## src/rtl/rtt_retransmit_timeout_table_assert.svh

```systemverilog
// Assertion macros shared by the retransmit-timeout table RTL.
// No dependencies; included by the modules that carry assertions.
`ifndef RTT_RETRANSMIT_TIMEOUT_TABLE_ASSERT_SVH
`define RTT_RETRANSMIT_TIMEOUT_TABLE_ASSERT_SVH

// Same-cycle implication, checked outside reset.
`define RTT_ASSERT_NOW(label, clk, rst_n, ante, cons) \
  label: assert property (@(posedge clk) disable iff (!rst_n) (ante) |-> (cons)) \
    else $error("rtt assertion failed");

// Next-cycle implication, checked outside reset.
`define RTT_ASSERT_NEXT(label, clk, rst_n, ante, cons) \
  label: assert property (@(posedge clk) disable iff (!rst_n) (ante) |=> (cons)) \
    else $error("rtt assertion failed");

`endif

```

## src/rtl/rtt_pkg.sv

```systemverilog
// Shared types and constants of the retransmit-timeout table.
// No dependencies; used by rtt_ctrl, rtt_datapath and the top level.
package rtt_pkg;

  localparam int DESTINATIONS = 64;
  localparam int DEST_W       = $clog2(DESTINATIONS);

  localparam int RTO_W   = 16;
  localparam int ALLOW_W = 8;
  localparam int SRTT_W  = 19;
  localparam int DEV_W   = 18;
  localparam int RTT_W   = 17;
  localparam int SUM_W   = 19;
  localparam int CFG_IDX_W = 2;

  localparam logic [RTO_W-1:0]   MIN_RTO_RST = 16'd500;
  localparam logic [RTO_W-1:0]   MAX_RTO_RST = 16'd5000;
  localparam logic [ALLOW_W-1:0] ALLOW_RST   = 8'd10;

  typedef logic [1:0] kind_t;
  localparam kind_t KIND_SEND    = 2'd0;
  localparam kind_t KIND_SAMPLE  = 2'd1;
  localparam kind_t KIND_TIMEOUT = 2'd2;

  localparam logic [CFG_IDX_W-1:0] CFG_MIN_RTO = 2'd0;
  localparam logic [CFG_IDX_W-1:0] CFG_MAX_RTO = 2'd1;
  localparam logic [CFG_IDX_W-1:0] CFG_ALLOW   = 2'd2;

  typedef enum logic [3:0] {
    S_IDLE, S_LOAD, S_FIRST, S_ERR, S_UPD, S_DEV, S_SUM, S_DBL, S_CLAMP, S_WRITE
  } state_t;

  typedef enum logic [3:0] {
    OP_NONE, OP_ACCEPT, OP_LOAD, OP_FIRST, OP_ERR, OP_UPD, OP_DEV, OP_SUM,
    OP_DBL, OP_CLAMP, OP_WRITE
  } dp_op_t;

  typedef struct packed {
    dp_op_t op;
  } dp_cmd_t;

  typedef struct packed {
    kind_t kind;
    logic  rtt_neg;
    logic  measured;
  } dp_status_t;

  typedef struct packed {
    logic [SRTT_W-1:0] srtt;
    logic [DEV_W-1:0]  dev;
    logic [RTO_W-1:0]  rto;
  } rec_t;

endpackage

```

## src/rtl/rtt_ctrl.sv

```systemverilog
// Controller state machine of the retransmit-timeout table.
// Depends on rtt_pkg and rtt_retransmit_timeout_table_assert.svh.
`include "rtt_retransmit_timeout_table_assert.svh"

module rtt_ctrl (
  input  logic                clk,
  input  logic                rst_n,
  input  logic                in_valid,
  output logic                in_ready,
  output logic                out_valid,
  input  logic                out_ready,
  input  rtt_pkg::dp_status_t status,
  output rtt_pkg::dp_cmd_t    cmd
);

  rtt_pkg::state_t state_r, state_nxt;
  logic out_valid_r, out_valid_nxt;
  logic out_free;

  assign out_free  = !out_valid_r || out_ready;
  assign out_valid = out_valid_r;

  always_comb begin
    state_nxt = state_r;
    case (state_r)
      rtt_pkg::S_IDLE:  if (in_valid) state_nxt = rtt_pkg::S_LOAD;
      rtt_pkg::S_LOAD: begin
        if (status.kind == rtt_pkg::KIND_SAMPLE && !status.rtt_neg) begin
          state_nxt = status.measured ? rtt_pkg::S_ERR : rtt_pkg::S_FIRST;
        end else if (status.kind == rtt_pkg::KIND_TIMEOUT) begin
          state_nxt = rtt_pkg::S_DBL;
        end else begin
          state_nxt = rtt_pkg::S_WRITE;
        end
      end
      rtt_pkg::S_FIRST: state_nxt = rtt_pkg::S_CLAMP;
      rtt_pkg::S_ERR:   state_nxt = rtt_pkg::S_UPD;
      rtt_pkg::S_UPD:   state_nxt = rtt_pkg::S_DEV;
      rtt_pkg::S_DEV:   state_nxt = rtt_pkg::S_SUM;
      rtt_pkg::S_SUM:   state_nxt = rtt_pkg::S_CLAMP;
      rtt_pkg::S_DBL:   state_nxt = rtt_pkg::S_CLAMP;
      rtt_pkg::S_CLAMP: state_nxt = rtt_pkg::S_WRITE;
      rtt_pkg::S_WRITE: if (out_free) state_nxt = rtt_pkg::S_IDLE;
      default:          state_nxt = rtt_pkg::S_IDLE;
    endcase
  end

  always_comb begin
    in_ready      = 1'b0;
    cmd.op        = rtt_pkg::OP_NONE;
    out_valid_nxt = out_valid_r && !out_ready;
    case (state_r)
      rtt_pkg::S_IDLE: begin
        in_ready = 1'b1;
        if (in_valid) cmd.op = rtt_pkg::OP_ACCEPT;
      end
      rtt_pkg::S_LOAD:  cmd.op = rtt_pkg::OP_LOAD;
      rtt_pkg::S_FIRST: cmd.op = rtt_pkg::OP_FIRST;
      rtt_pkg::S_ERR:   cmd.op = rtt_pkg::OP_ERR;
      rtt_pkg::S_UPD:   cmd.op = rtt_pkg::OP_UPD;
      rtt_pkg::S_DEV:   cmd.op = rtt_pkg::OP_DEV;
      rtt_pkg::S_SUM:   cmd.op = rtt_pkg::OP_SUM;
      rtt_pkg::S_DBL:   cmd.op = rtt_pkg::OP_DBL;
      rtt_pkg::S_CLAMP: cmd.op = rtt_pkg::OP_CLAMP;
      rtt_pkg::S_WRITE: begin
        if (out_free) begin
          cmd.op        = rtt_pkg::OP_WRITE;
          out_valid_nxt = 1'b1;
        end
      end
      default: cmd.op = rtt_pkg::OP_NONE;
    endcase
  end

  always_ff @(posedge clk) begin
    if (!rst_n) begin
      state_r     <= rtt_pkg::S_IDLE;
      out_valid_r <= 1'b0;
    end else begin
      state_r     <= state_nxt;
      out_valid_r <= out_valid_nxt;
    end
  end

  // A transfer in always starts the record load.
  `RTT_ASSERT_NEXT(a_accept_loads, clk, rst_n, in_valid && in_ready, state_r == rtt_pkg::S_LOAD)
  // A result only appears from the write-back step.
  `RTT_ASSERT_NOW(a_result_from_write, clk, rst_n, $rose(out_valid_r), $past(state_r) == rtt_pkg::S_WRITE)
  // Write-back with a free output register always presents a result.
  `RTT_ASSERT_NEXT(a_write_presents, clk, rst_n, state_r == rtt_pkg::S_WRITE && out_free, out_valid_r && state_r == rtt_pkg::S_IDLE)

endmodule

```

## src/rtl/rtt_datapath.sv

```systemverilog
// Datapath of the retransmit-timeout table: record memory, estimator
// arithmetic, configuration registers and result register. Depends on rtt_pkg.
module rtt_datapath (
  input  logic                            clk,
  input  logic                            rst_n,
  input  rtt_pkg::dp_cmd_t                cmd,
  output rtt_pkg::dp_status_t             status,
  input  logic [1:0]                      in_kind,
  input  logic [5:0]                      in_dest,
  input  logic signed [16:0]              in_rtt_ms,
  input  logic                            cfg_we,
  input  logic [rtt_pkg::CFG_IDX_W-1:0]   cfg_index,
  input  logic [15:0]                     cfg_wdata,
  output logic [15:0]                     out_rto_ms,
  output logic                            out_estimate_ready
);

  localparam int DW = rtt_pkg::DEST_W;

  // Configuration registers.
  logic [rtt_pkg::RTO_W-1:0]   min_rto_r, max_rto_r;
  logic [rtt_pkg::ALLOW_W-1:0] allow_r;

  always_ff @(posedge clk) begin
    if (!rst_n) begin
      min_rto_r <= rtt_pkg::MIN_RTO_RST;
      max_rto_r <= rtt_pkg::MAX_RTO_RST;
      allow_r   <= rtt_pkg::ALLOW_RST;
    end else if (cfg_we) begin
      case (cfg_index)
        rtt_pkg::CFG_MIN_RTO: min_rto_r <= cfg_wdata;
        rtt_pkg::CFG_MAX_RTO: max_rto_r <= cfg_wdata;
        rtt_pkg::CFG_ALLOW:   allow_r   <= cfg_wdata[rtt_pkg::ALLOW_W-1:0];
        default: ;
      endcase
    end
  end

  // Record memory and per-entry flags.
  rtt_pkg::rec_t mem [rtt_pkg::DESTINATIONS];
  logic [rtt_pkg::DESTINATIONS-1:0] known_r, measured_r;

  rtt_pkg::rec_t rd_r;
  logic          known_rd_r, meas_rd_r;

  rtt_pkg::kind_t           kind_r;
  logic [DW-1:0]            dest_r;
  logic [rtt_pkg::RTT_W-1:0] rtt_r;

  logic [rtt_pkg::SRTT_W-1:0]  srtt_r;
  logic [rtt_pkg::DEV_W-1:0]   dev_r;
  logic [rtt_pkg::RTO_W-1:0]   rto_r;
  logic                        meas_r;
  logic signed [16:0]          err_r;
  logic [15:0]                 mag_r;
  logic [rtt_pkg::SUM_W-1:0]   v_r;

  logic [15:0] m;
  logic [15:0] srtt_mean;
  assign m         = rtt_r[15:0];
  assign srtt_mean = srtt_r[rtt_pkg::SRTT_W-1:3];

  always_ff @(posedge clk) begin
    if (cmd.op == rtt_pkg::OP_ACCEPT) begin
      rd_r <= mem[in_dest[DW-1:0]];
    end
    if (cmd.op == rtt_pkg::OP_WRITE) begin
      mem[dest_r] <= '{srtt: srtt_r, dev: dev_r, rto: rto_r};
    end
  end

  always_ff @(posedge clk) begin
    if (!rst_n) begin
      known_r    <= '0;
      measured_r <= '0;
    end else if (cmd.op == rtt_pkg::OP_WRITE) begin
      known_r[dest_r]    <= 1'b1;
      measured_r[dest_r] <= meas_r;
    end
  end

  always_ff @(posedge clk) begin
    case (cmd.op)
      rtt_pkg::OP_ACCEPT: begin
        kind_r     <= in_kind;
        dest_r     <= in_dest[DW-1:0];
        rtt_r      <= in_rtt_ms;
        known_rd_r <= known_r[in_dest[DW-1:0]];
        meas_rd_r  <= measured_r[in_dest[DW-1:0]];
      end
      rtt_pkg::OP_LOAD: begin
        // A fresh record starts at max_rto, unclamped.
        srtt_r <= rd_r.srtt;
        dev_r  <= rd_r.dev;
        rto_r  <= known_rd_r ? rd_r.rto : max_rto_r;
        meas_r <= known_rd_r && meas_rd_r;
      end
      rtt_pkg::OP_FIRST: begin
        srtt_r <= {m, 3'b000};
        dev_r  <= '0;
        meas_r <= 1'b1;
        v_r    <= rtt_pkg::SUM_W'({m, 2'b00}) + rtt_pkg::SUM_W'(allow_r);
      end
      rtt_pkg::OP_ERR: begin
        err_r <= $signed({1'b0, m}) - $signed({1'b0, srtt_mean});
      end
      rtt_pkg::OP_UPD: begin
        srtt_r <= srtt_r + rtt_pkg::SRTT_W'(unsigned'(rtt_pkg::SRTT_W'(err_r)));
        mag_r  <= err_r[16] ? 16'(-err_r) : err_r[15:0];
      end
      rtt_pkg::OP_DEV: begin
        dev_r <= dev_r + rtt_pkg::DEV_W'(mag_r) - (dev_r >> 2);
      end
      rtt_pkg::OP_SUM: begin
        v_r <= rtt_pkg::SUM_W'(srtt_mean) + rtt_pkg::SUM_W'(dev_r)
             + rtt_pkg::SUM_W'(allow_r);
      end
      rtt_pkg::OP_DBL: begin
        v_r <= rtt_pkg::SUM_W'({rto_r, 1'b0});
      end
      rtt_pkg::OP_CLAMP: begin
        if (v_r > rtt_pkg::SUM_W'(max_rto_r)) begin
          rto_r <= max_rto_r;
        end else if (v_r < rtt_pkg::SUM_W'(min_rto_r)) begin
          rto_r <= min_rto_r;
        end else begin
          rto_r <= v_r[rtt_pkg::RTO_W-1:0];
        end
      end
      rtt_pkg::OP_WRITE: begin
        out_rto_ms         <= rto_r;
        out_estimate_ready <= meas_r;
      end
      default: ;
    endcase
  end

  assign status.kind     = kind_r;
  assign status.rtt_neg  = rtt_r[rtt_pkg::RTT_W-1];
  assign status.measured = known_rd_r && meas_rd_r;

endmodule

```

## src/rtl/rtt_retransmit_timeout_table.sv

```systemverilog
// Top level of the per-destination retransmit-timeout table.
// Depends on rtt_pkg, rtt_ctrl and rtt_datapath.
//
//  channel   ports                                   handshake
//  --------  --------------------------------------  -----------------------
//  input     in_kind, in_dest, in_rtt_ms             in_valid / in_ready
//  result    out_rto_ms, out_estimate_ready          out_valid / out_ready
//  config    cfg_index, cfg_wdata                    cfg_we (no wait)
//
// After its transfer in, an event is loaded and then goes straight to write-back for a
// send query, the unused kind or an ignored sample; a first sample takes a first-sample
// step and a clamp, a timeout a doubling step and a clamp, and a later sample the error,
// update, deviation, sum and clamp steps. The block takes a new event only from idle.
// Reset is synchronous and clears all records at once through per-entry flags.
// A stalled result waits in the output register; the next event is already
// taken in and worked on, and only its write-back waits for that register.
module rtt_retransmit_timeout_table (
  input  logic                          clk,
  input  logic                          rst_n,
  // Input events.
  input  logic                          in_valid,
  output logic                          in_ready,
  input  logic [1:0]                    in_kind,
  input  logic [5:0]                    in_dest,
  input  logic signed [16:0]            in_rtt_ms,
  // Results.
  output logic                          out_valid,
  input  logic                          out_ready,
  output logic [15:0]                   out_rto_ms,
  output logic                          out_estimate_ready,
  // Configuration writes.
  input  logic                          cfg_we,
  input  logic [rtt_pkg::CFG_IDX_W-1:0] cfg_index,
  input  logic [15:0]                   cfg_wdata
);

  // Commands from the controller and status back from the datapath.
  rtt_pkg::dp_cmd_t    cmd;
  rtt_pkg::dp_status_t status;

  // The controller steps each event through load, the estimator update and clamp for
  // accepted samples and timeouts, and write-back, and owns the result valid flag.
  rtt_ctrl u_ctrl (
    .clk       (clk),
    .rst_n     (rst_n),
    .in_valid  (in_valid),
    .in_ready  (in_ready),
    .out_valid (out_valid),
    .out_ready (out_ready),
    .status    (status),
    .cmd       (cmd)
  );

  // The datapath holds the records, the configuration and the result register.
  rtt_datapath u_dp (
    .clk                (clk),
    .rst_n              (rst_n),
    .cmd                (cmd),
    .status             (status),
    .in_kind            (in_kind),
    .in_dest            (in_dest),
    .in_rtt_ms          (in_rtt_ms),
    .cfg_we             (cfg_we),
    .cfg_index          (cfg_index),
    .cfg_wdata          (cfg_wdata),
    .out_rto_ms         (out_rto_ms),
    .out_estimate_ready (out_estimate_ready)
  );

endmodule

```

## config.mk

```make
export PLATFORM = sky130hd
export DESIGN_NAME = rtt_retransmit_timeout_table
export DESIGN_NICKNAME = d
export VERILOG_FILES = /design/src/rtl/rtt_pkg.sv /design/src/rtl/rtt_ctrl.sv /design/src/rtl/rtt_datapath.sv /design/src/rtl/rtt_retransmit_timeout_table.sv
export VERILOG_INCLUDE_DIRS = /design/src /design/src/rtl
export SDC_FILE = /design/constraint.sdc
export NUM_CORES = 2
export LEC_CHECK = 0
export ABC_AREA = 0
export BUFFER_PORTS_ARGS = -buffer_cell sky130_fd_sc_hd__buf_4
export CORE_ASPECT_RATIO = 0.7
export CORE_MARGIN = 3
export CORE_UTILIZATION = 23
export DETAILED_ROUTE_END_ITERATION = 10
export HOLD_SLACK_MARGIN = 0.02
export PLACE_DENSITY_LB_ADDON = 0.3
export RECOVER_POWER = 100
export SLEW_MARGIN = 20
export SYNTH_ARGS = -nofsm -noshare
export SYNTH_HDL_FRONTEND = slang
export SYNTH_SLANG_ARGS = --single-unit
export TNS_END_PERCENT = 100
```

## constraint.sdc

```tcl
create_clock -name clk -period 12.75 [get_ports clk]
set_input_delay 0.6375 -clock clk [delete_from_list [all_inputs] [get_ports clk]]
set_output_delay 0.6375 -clock clk [all_outputs]
set_load 0.01 [all_outputs]
```

==> insert_results.sql <==
INSERT INTO impl_metrics (metric_group, metric, value, unit) VALUES
('outcome', 'status', 'finished, violations left', ''),
('outcome', 'violations', 'capacitance limit, slew limit', ''),
('synth', 'synth.net_count', '7173', ''),
('synth', 'synth_edf_count', '3595', ''),
('synth', 'postSynthCellCount', '6983', ''),
('sta', 'period_share', '0.673', ''),
('floorplan', 'boundaryPins', '67', ''),
('global_routing', 'grt_antenna_before_repair', '52', ''),
('sta', 'tightest_slew', '4340', 'ps'),
('power', 'power.density_cell_area', '189', 'nW/um2'),
('layout', 'filler_cell_count', '64000', ''),
('floorplan', 'fp.dieH', '678', 'um'),
('global_routing', 'grt_max_degree', '117', ''),
('sta', 'worst_slew_margin_relative_to_its_limit', '-1.89', ''),
('routing', 'postRouteAntennaNets', '0', ''),
('synth', 'yosysWarningCount', '0', ''),
('placed_design', 'placedInstanceArea', '161000', 'um2'),
('clocking', 'cts.clk_slew.worst_paths', '60', 'ps'),
('clocking', 'cts_tree', 'built', ''),
('layout', 'layoutNonFillerInstCount', '16200', ''),
('routing', 'routed_via_density', '4.75', ''),
('global_routing', 'grt-ovfl-total', '0', ''),
('placed_design', 'post_placement_cell_count', '15500', ''),
('sta', 'report.final.setup_viol', '0', ''),
('global_routing', 'groute.usage.overall', '0.143', ''),
('sta', 'max_clock_freq', '0.116', 'GHz'),
('routing', 'via_count', '76800', ''),
('routing', 'drt_iter0_drc', '11600', ''),
('clocking', 'clk_buf_depth', '4', ''),
('clocking', 'cts_htree_levels', '5', ''),
('critical_path', 'setup.worst_path.start_class', 'register', ''),
('sta', 'setup_total_negative_slack', '0', 'ps'),
('critical_path', 'worst-setup-path-type', 'reg -> reg', ''),
('clocking', 'number_of_cts_inserted_buffers', '344', ''),
('power', 'power.leakage', '51.9', 'nW'),
('synth', 'yosysMostFrequentCell', 'edfxtp_1', ''),
('layout', 'fin_area', '171000', 'um2'),
('job', 'number_of_max_cap_violations', '171', ''),
('synth', 'synth.top_cells.by_count', '3595 x edfxtp_1, 1041 x mux4_2, 224 x clkbuf_1', ''),
('placed_design', 'gpl.final_weighted_congestion', '0.815', ''),
('layout', 'final_core_utilization', '0.266', ''),
('clocking', 'cts_repair_resize_count', '0', ''),
('clocking', 'clock_insertion_delay_worst_skew', '930', 'ps'),
('sta', 'clock-skew-final', '43.2', 'ps'),
('critical_path', 'crit_fanout', '41', ''),
('synth', 'yosys.cell_types.count', '75', ''),
('routing', 'finalWirelength', '482', 'mm'),
('global_routing', 'first_global_vias', '75700', ''),
('placed_design', 'io_buffer_count', '66', ''),
('synth', 'synth.largest_area_cell', 'edfxtp_1', ''),
('synth', 'synth_top_cell_area_share', '0.728', ''),
('routing', 'remaining_drc_errors', '0', ''),
('hold_path', 'worst_hold_path_type', 'in -> reg', ''),
('synth', 'synth.cell_area', '148000', 'um2'),
('layout', 'layout-drive-gt1-share', '0.226', ''),
('floorplan', 'initial_core_util', '0.231', ''),
('synth', 'ys_dominant_reg_cell', 'edfxtp_1', ''),
('critical_path', 'crit_required', '13200', 'ps'),
('synth', 'synth.ff_latch_count', '3768', ''),
('clocking', 'cts.sink_count', '3768', ''),
('layout', 'num-nets-final', '7507', ''),
('synth', 'synth.area.top_cells', 'edfxtp_1 73%, mux4_2 16%, dfxtp_1 2.3%', ''),
('placed_design', 'hpwl', '278', 'mm'),
('synth', 'synthesis.area_per_instance', '21.2', 'um2'),
('sta', 'rsz0062_at_grt', 'no', ''),
('clocking', 'clk_root_buffer_cell', 'clkbuf_16', ''),
('sta', 'timing.final.max_slew_violations', '6092', ''),
('synth', 'async_flop_share', '0', ''),
('power', 'max-vdd-ir-drop', '0.125', 'mV'),
('layout', 'flow.area_growth_from_synthesis', '15.3', '%'),
('routing', 'detailedRoute.firstPassIterationCount', '6', ''),
('routing', 'avgRoutedWirePerCell', '29.9', 'um'),
('global_routing', 'global_route_wire_length_before_repair', '656', 'mm'),
('critical_path', 'cp_capture_type', 'register', ''),
('sta', 'timing.final.crit_period', '8590', 'ps'),
('sta', 'hold_viol', '0', ''),
('critical_path', 'wp_data_arrival', '9040', 'ps'),
('floorplan', 'row_count', '246', ''),
('floorplan', 'die-width', '966', 'um'),
('floorplan', 'core_area', '642000', 'um2'),
('floorplan', 'design.die.area', '655000', 'um2'),
('synth', 'synth_sequential_area_ratio', '0.751', '');
[critical path, cell delays in order (launching register included)]
cell and delay, ps:
dfxtp_1 1330, nand4bb_1 330, nor2b_2 170, clkbuf_1 1090, and2_0 370, nand2_1 420
clkbuf_1 520, nor2_1 1480, clkbuf_1 2270
[where the power goes]
part	internal [mW]	switching, mW
Combinational	1.35	4.02
Sequential	15.9	0.482
Clock	5.79	4.77
[layer usage]
layer | GRT usage | vias up | part of all wire
li1 | - | 29900 | -
met1 | 0.222 | 42500 | 0.46
met2 | 0.202 | 3794 | 0.42
met3 | 0.0319 | 567 | 0.10
met4 | 0.0302 | 14 | 0.024
met5 | 0 | - | 0.00070
[what timing repair did]
action / in CTS / in global routing
hold endpoints to repair: 59 / 0
hold buffers: 35 / 0
setup buffers: 0 / 0
[cell usage in the layout (no fill, tap or decap), types with 32 or more instances in the layout]
cell	Yosys	final
clkbuf_16	0	349
mux4_2	1041	1041
bufinv_16	0	34
buf_4	6	110
clkinv_1	2	68
o21a_1	73	73
xnor2_1	50	50
mux2i_1	101	101
o221ai_1	44	44
nand2_1	196	194
o21ai_1	57	32
a21oi_1	167	163
nand3_1	53	53
clkinv_2	0	58
dlygate4sd3_1	0	35
o22ai_1	52	52
inv_1	147	147
ha_1	114	114
nor2_1	137	118
o21ai_0	144	168
edfxtp_1	3595	3595
dfxtp_1	173	173
clkbuf_1	224	234
a21boi_0	92	92
[kinds of logic (layout without fill, tap and decap cells)]
kind of cell	Yosys count	after routing	share of synthesized area
buf+inv	515	1115	0.0142
other cells	0	23	0
flops	3768	3768	0.751
simple gates	546	546	0.0174
mux	1143	1143	0.165
fa+ha+maj	142	142	0.0134
compound gates	795	795	0.0347
xor+xnor	74	74	0.00437
[worst paths after layout]
check | cells after the start | slack [ps] | endpoint | start
worst max register to register | 8 | 4160 | u_dp.mem[49][10] | u_ctrl.state_r[0]
worst min register to register | 0 | 460 | u_dp.out_rto_ms[8] | u_dp.rto_r[8]
worst max-delay path | 8 | 4160 | u_dp.mem[49][10] | u_ctrl.state_r[0]
worst min-delay path | 2 | 160 | u_dp.allow_r[1] | rst_n
[state kept, by name, summed over array words and instances (netlist names), 2 cells and up]
register and cells:
u_dp.srtt_r 19, u_dp.rto_r 16, u_dp.min_rto_r 16, u_dp.rtt_r 17, u_dp.max_rto_r 16, u_dp.out_rto_ms 16
u_dp.dest_r 6, u_dp.mem 3392, u_dp.kind_r 2, u_ctrl.state_r 4, u_dp.known_r 64, u_dp.mag_r 16
u_dp.dev_r 18, u_dp.rd_r 53, u_dp.v_r 19, u_dp.allow_r 8, u_dp.measured_r 64, u_dp.err_r 17
[area by class of cell]
cell class              instances  area, um2  area share
diodes                         23       57.6    0.000336
clock inverters               194       1950      0.0114
repair buffers                353       2280      0.0133
well taps                    8556      10700      0.0626
multi-input cells            2700      35000       0.205
flip-flops and latches       3768     111000       0.651
clock buffers                 418       9090      0.0532
inverters                     150        566     0.00331
[stage by stage]
stage | worst slack [ps] | power [mW] | hold WS [ps]
after floorplan | 7600 | 19.2 | 424
after global placement | 7210 | 21.5 | 441
after detailed placement | 7250 | 21.7 | 443
after CTS | 7920 | 32.2 | 58.7
after global routing | 3870 | 33.4 | 136
final | 4160 | 32.3 | 160
No activity file was read; power rests on OpenSTA's default activity.
